### config.mk
export PLATFORM = sky130hd
export DESIGN_NAME = spd_sqrt
export DESIGN_NICKNAME = d
export VERILOG_FILES = /design/src/rtl/spd_pkg.sv /design/src/rtl/spd_sqrt.sv
export SDC_FILE = /design/constraint.sdc
export NUM_CORES = 2
export LEC_CHECK = 0
export BUFFER_PORTS_ARGS = -buffer_cell sky130_fd_sc_hd__buf_2
export CELL_PAD_IN_SITES_DETAIL_PLACEMENT = 1
export CELL_PAD_IN_SITES_GLOBAL_PLACEMENT = 2
export CORE_MARGIN = 10
export CORE_UTILIZATION = 46
export DETAILED_ROUTE_END_ITERATION = 10
export MAX_ROUTING_LAYER = met4
export PLACE_DENSITY = 0.92
export RECOVER_POWER = 50
export SLEW_MARGIN = 20
export SYNTH_ARGS = -nofsm -noshare
export SYNTH_HDL_FRONTEND = slang
export SYNTH_MEMORY_MAX_BITS = 65536
export SYNTH_SLANG_ARGS = --single-unit
### constraint.sdc
create_clock -name clk -period 4.75 [get_ports clk]
set_clock_uncertainty 0.1 [all_clocks]
set_input_delay 0.2375 -clock clk [delete_from_list [all_inputs] [get_ports clk]]
set_output_delay 0.2375 -clock clk [all_outputs]
set_load 0.05 [all_outputs]
### src/rtl/spd_pkg.sv
package spd_pkg;

  localparam int COORD_BITS_DEF = 16;
  localparam int FRAC_BITS_DEF  = 16;
  localparam int DIST_W         = 33;
  localparam int MUL_CHUNK      = 32;

endpackage

### src/rtl/spd_sqrt.sv
module spd_sqrt import spd_pkg::*; #(
  parameter int RAD_W  = 2 * COORD_BITS_DEF + 2 + 2 * FRAC_BITS_DEF,
  parameter int ROOT_W = (RAD_W + 1) / 2
) (
  input  logic              clk,
  input  logic              en,
  input  logic [RAD_W-1:0]  rad,
  output logic [ROOT_W-1:0] root
);

  localparam int REM_W = ROOT_W + 1;
  localparam int PAD_W = 2 * ROOT_W;

  logic [REM_W-1:0]  rem_r  [ROOT_W-1];
  logic [PAD_W-1:0]  rad_r  [ROOT_W-1];
  logic [ROOT_W-1:0] root_r [ROOT_W];

  for (genvar i = 0; i < ROOT_W; i++) begin : g_stage
    logic [REM_W-1:0]  rem_in;
    logic [PAD_W-1:0]  rad_in;
    logic [ROOT_W-1:0] root_in;
    logic [REM_W+1:0]  t;
    logic [REM_W+1:0]  trial;
    logic              ge;

    if (i == 0) begin : g_first
      assign rem_in  = '0;
      assign rad_in  = PAD_W'(rad);
      assign root_in = '0;
    end else begin : g_next
      assign rem_in  = rem_r[i-1];
      assign rad_in  = rad_r[i-1];
      assign root_in = root_r[i-1];
    end

    assign t     = {rem_in, rad_in[PAD_W-1 -: 2]};
    assign trial = (REM_W+2)'({root_in, 2'b01});
    assign ge    = t >= trial;

    always_ff @(posedge clk) begin
      if (en) begin
        root_r[i] <= {root_in[ROOT_W-2:0], ge};
      end
    end

    if (i < ROOT_W - 1) begin : g_carry
      always_ff @(posedge clk) begin
        if (en) begin
          rem_r[i] <= ge ? REM_W'(t - trial) : REM_W'(t);
          rad_r[i] <= rad_in << 2;
        end
      end
    end
  end

  assign root = root_r[ROOT_W-1];

endmodule

After elaboration in Yosys (flattened, before gate mapping)
Memories as Yosys holds them, arrays and structs flattened. Index checks and enable logic that the tools add are counted.

Add/sub/neg operators: 32. $lt $le $gt $ge: 33. Mux-type cells: 34.

Operators with widths (number): $ge A36 B35 Y1 (32); $mux W34 (32); $sub A34 B34 Y34 (31); $sub A2 B1 Y3 const B (1); $ge A2 B1 Y1 const B (1); $mux W1 (2).

Register bits: 0. Bits in writable memories: 4225. Input bits: 68. Output and inout port bits: 33. Word-level logic and storage cells: 102. Memories kept: 3.

Memory list: rad_r (depth 32, bits a word 64, rd ports 32, clocked after Yosys merged registers in 0, wr ports 32, line spd_sqrt.sv:15) `logic [PAD_W-1:0] rad_r [ROOT_W-1];`; root_r (depth 33, bits a word 33, rd ports 33, clocked after Yosys merged registers in 0, wr ports 33, line spd_sqrt.sv:16) `logic [ROOT_W-1:0] root_r [ROOT_W];`; rem_r (depth 32, bits a word 34, rd ports 32, clocked after Yosys merged registers in 0, wr ports 32, line spd_sqrt.sv:14) `logic [REM_W-1:0] rem_r [ROOT_W-1];`.

Logic depth before layout (Yosys ltp)
An unclocked memory read counts as a cell.

Depth in word-level cells: 3. Mapped depth: 15. Mapped depth without buffers: 12.

Least setup slack after synthesis
No wires, ideal clock.

Path kind: register to register. From: memory rem_r[3][206] (netlist bit). To: memory rem_r[3][240] (netlist bit), data pin. Library setup time: 0.270 ns. Data arrival time: 3.052 ns. Required time: 4.380 ns. Setup slack: 1.327 ns. Stages on the path, launching flop included: 12. Buffers on the path: 2. Clock period less this slack: 3.423 ns. Path through: edfxtp_1 -> ha_1 -> o211ai_1 -> a21o_1 -> a2111oi_0 -> o211ai_1 -> a31oi_1 -> a211oi_1 -> o221ai_2 -> buf_2 -> buf_1 -> a21oi_1.

RTL lines (line): start, declared (spd_sqrt.sv:14).

==> impl_metrics.ini <==
[run_status]
status = finished with violations
violations = max-capacitance violations, max-slew violations

[placement]
io_buffers = 100
dpl_cell_area_sq_mm = 0.130
hpwl_um = 209000
globalplace.congestion = 0.877
dpl.cell_count = 13232

[floorplan]
core_sq_mm = 0.268
start_util = 0.463
die_w_um = 540
rows = 190
dieArea_sq_mm = 0.291
die_h_um = 540
ios = 101

[detailed_routing]
routed.top_layer = met4
routed_wirelength_um = 295000
drt_iter0_markers = 5295
drc_errors = 0
firstDrtPassIters = 5
vias_per_cell = 5.57
wl_per_cell_um = 21.2
wl_met2_um = 154000
drtAntennaViolNets = 0
route.met3.wl_um = 8970
met1Wirelength_um = 122000
vias = 77388

[finish]
multi_input_area_sq_mm = 0.0410
regArea_sq_mm = 0.0797
postLayoutCellArea_sq_mm = 0.140
drive_gt1_frac = 0.0734
final_common_cell = edfxtp_1
area_delta_synth_final_pct = 12.7
fillCellCount = 26858
finalNonFillerCells = 13887
layout_common_cells = edfxtp_1 (2654), inv_1 (785), a21oi_1 (668)
final_net_count = 10772

[synth]
ys_seq_area_frac = 0.641
ys_warn_count = 0
syn_area_sq_mm = 0.124
synth-edff-count = 2654
synthesis.nets = 10346
ys.flop_type = edfxtp_1
synthCells = 9682
async_reset_ff_frac = 0
ys_types = 87
ys_ff_latch = 2654
syn_area_per_cell_sq_um = 12.8

[global_routing]
antenna_found_initial = 2
grt_max_degree = 149
grt_overflow = 0
grtUsageTotal = 0.201
grt_pass1_wl_um = 465000
grt_pass1_vias = 82128

[timing]
hold_viol = 0
post-route-period-util = 0.905
fin_crit_ps = 4300
relSlewSlack = -1.23
tns_ps = 0
setup_viol_count_final = 0
rsz0062_at_grt = no
slew_violations = 1159
hold_slack_ps = 143
max_slew.worst_pin.slew_ps = 3350
fmax_mhz = 233

[worst_setup_path]
critPathKind = reg -> reg
r2r_end = rem_r[1][31]$_DFFE_PP_
crit_fanout = 25
cp.required_ps = 5260
critPathCaptureType = flip-flop
r2r_start = rem_r[0][250]$_DFFE_PP_
r2r_cells = 9
startpoint_type = flip-flop
crit_arrival_ps = 4810
reg2reg_slack_ps = 450

[worst_hold_path]
hp-start = rad[64]
hold_depth = 3
hp-class = in -> reg
hold_end = rem_r[0][0]$_DFFE_PP_

[clocking]
cts_setup_buffers = 0
clk_pin_slew_ps = 60
cts_buffers = 294
cts_resized = 0
cts-root-buf = clkbuf_16
cts_max_path_buffers = 4
cts_tree = built
ctsHoldBuffers = 132
htreeDepth = 5
cts.sinks = 2654
insertion_delay_ps = 890

[pwr]
leakage_uw = 0.0533
pwr_density_cell_mw_per_mm2 = 496
vdd.ir_drop.worst_v = 0.000388
finalPower_uw = 69500

[job]
cap_violations = 14
cells in the mapped netlist, types with 50 or more instances:
library cell	number	share of area
edfxtp_1	2654	0.64
inv_1	785	0.024
a21oi_1	670	0.027
nor2_1	651	0.020
ha_1	596	0.060
nand2_1	574	0.017
xnor2_1	481	0.034
o21ai_0	455	0.018
xor2_1	388	0.027
a21o_1	251	0.015
nor3_1	219	0.0088
clkbuf_1	174	0.0053
nand3_1	165	0.0066
nand4_1	124	0.0062
nor4_1	121	0.0061
nand2b_1	112	0.0056
o21a_1	107	0.0065
nor2b_1	90	0.0045
or3_1	88	0.0044
mux2_2	82	0.0074
o31ai_1	71	0.0043
a211oi_1	70	0.0042
o21bai_1	58	0.0035
a31oi_1	57	0.0029
or4_1	51	0.0031
and3_1	50	0.0025
per-stage QoR:
stage	utilization	worst slack, ps
global route	0.522	45.9
global placement	0.483	648
floorplan	-	1330
finish	0.522	451
CTS	0.523	476
detailed placement	0.483	460
logic make-up (layout without fill, tap and decap cells):
kind of cell             count (synthesis)  in the layout  synth area share
flip-flops                            2654           2654             0.641
AND/OR/NAND/NOR                       2452           2452            0.0978
AO/OA/AOI/OAI                         2027           2027             0.102
buffers and inverters                  990           1642            0.0301
XOR/XNOR                               869            869            0.0612
adder cells (fa/ha/maj)                596            596            0.0600
multiplexers                            93             93           0.00831
other                                    1              2         0.0000302
worst max-delay path: stages (launching register included):
cell and delay (ps):
edfxtp_1 430, nor4_2 480, nand4_1 180, or4_1 540, and3_1 240, o211a_1 450, nor4b_2 970, nand3_1 210
nor4_1 320, xor2_1 110
final cells by class:
| cell class | instances | area share |
|---|---|---|
| Clock inverter | 170 | 0.0127 |
| Timing Repair Buffer | 331 | 0.0183 |
| Clock buffer | 352 | 0.0550 |
| Inverter | 789 | 0.0211 |
| Sequential cell | 2654 | 0.569 |
| Multi-Input combinational cell | 6038 | 0.293 |
| Tap cell | 3552 | 0.0317 |
| Antenna cell | 1 | 0.0000179 |
power by group:
| part | switching (uW) | internal (uW) | leakage, uW |
|---|---|---|---|
| combinational | 8880 | 6110 | 0.0231 |
| sequential | 2130 | 29700 | 0.0255 |
| clock | 9470 | 13200 | 0.00461 |
per-layer routing:
metal	global-route usage	vias to the layer above
li1	-	36691
met1	0.239	38839
met2	0.362	1302
met3	0.0196	556
met4	0.0608	0
met5	-	-
sequential cells by signal, summed over array words and instances (netlist names):
name and count:
rad_r 1056, root_r 561, rem_r 1037
worst max path at each step:
stage,start,end,slack [ps]
after CTS,rem_r[0][250]$_DFFE_PP_,rem_r[1][31]$_DFFE_PP_,480
after global routing,rem_r[0][250]$_DFFE_PP_,rem_r[1][31]$_DFFE_PP_,50
after global placement,root_r[0][958]$_DFFE_PP_,rem_r[3][234]$_DFFE_PP_,650
after detailed placement,rem_r[0][250]$_DFFE_PP_,rem_r[1][31]$_DFFE_PP_,460
after floorplan,rem_r[3][206]$_DFFE_PP_,rem_r[3][240]$_DFFE_PP_,1330
final,rem_r[0][250]$_DFFE_PP_,rem_r[1][31]$_DFFE_PP_,450
Power figures use the tool's default switching activity.
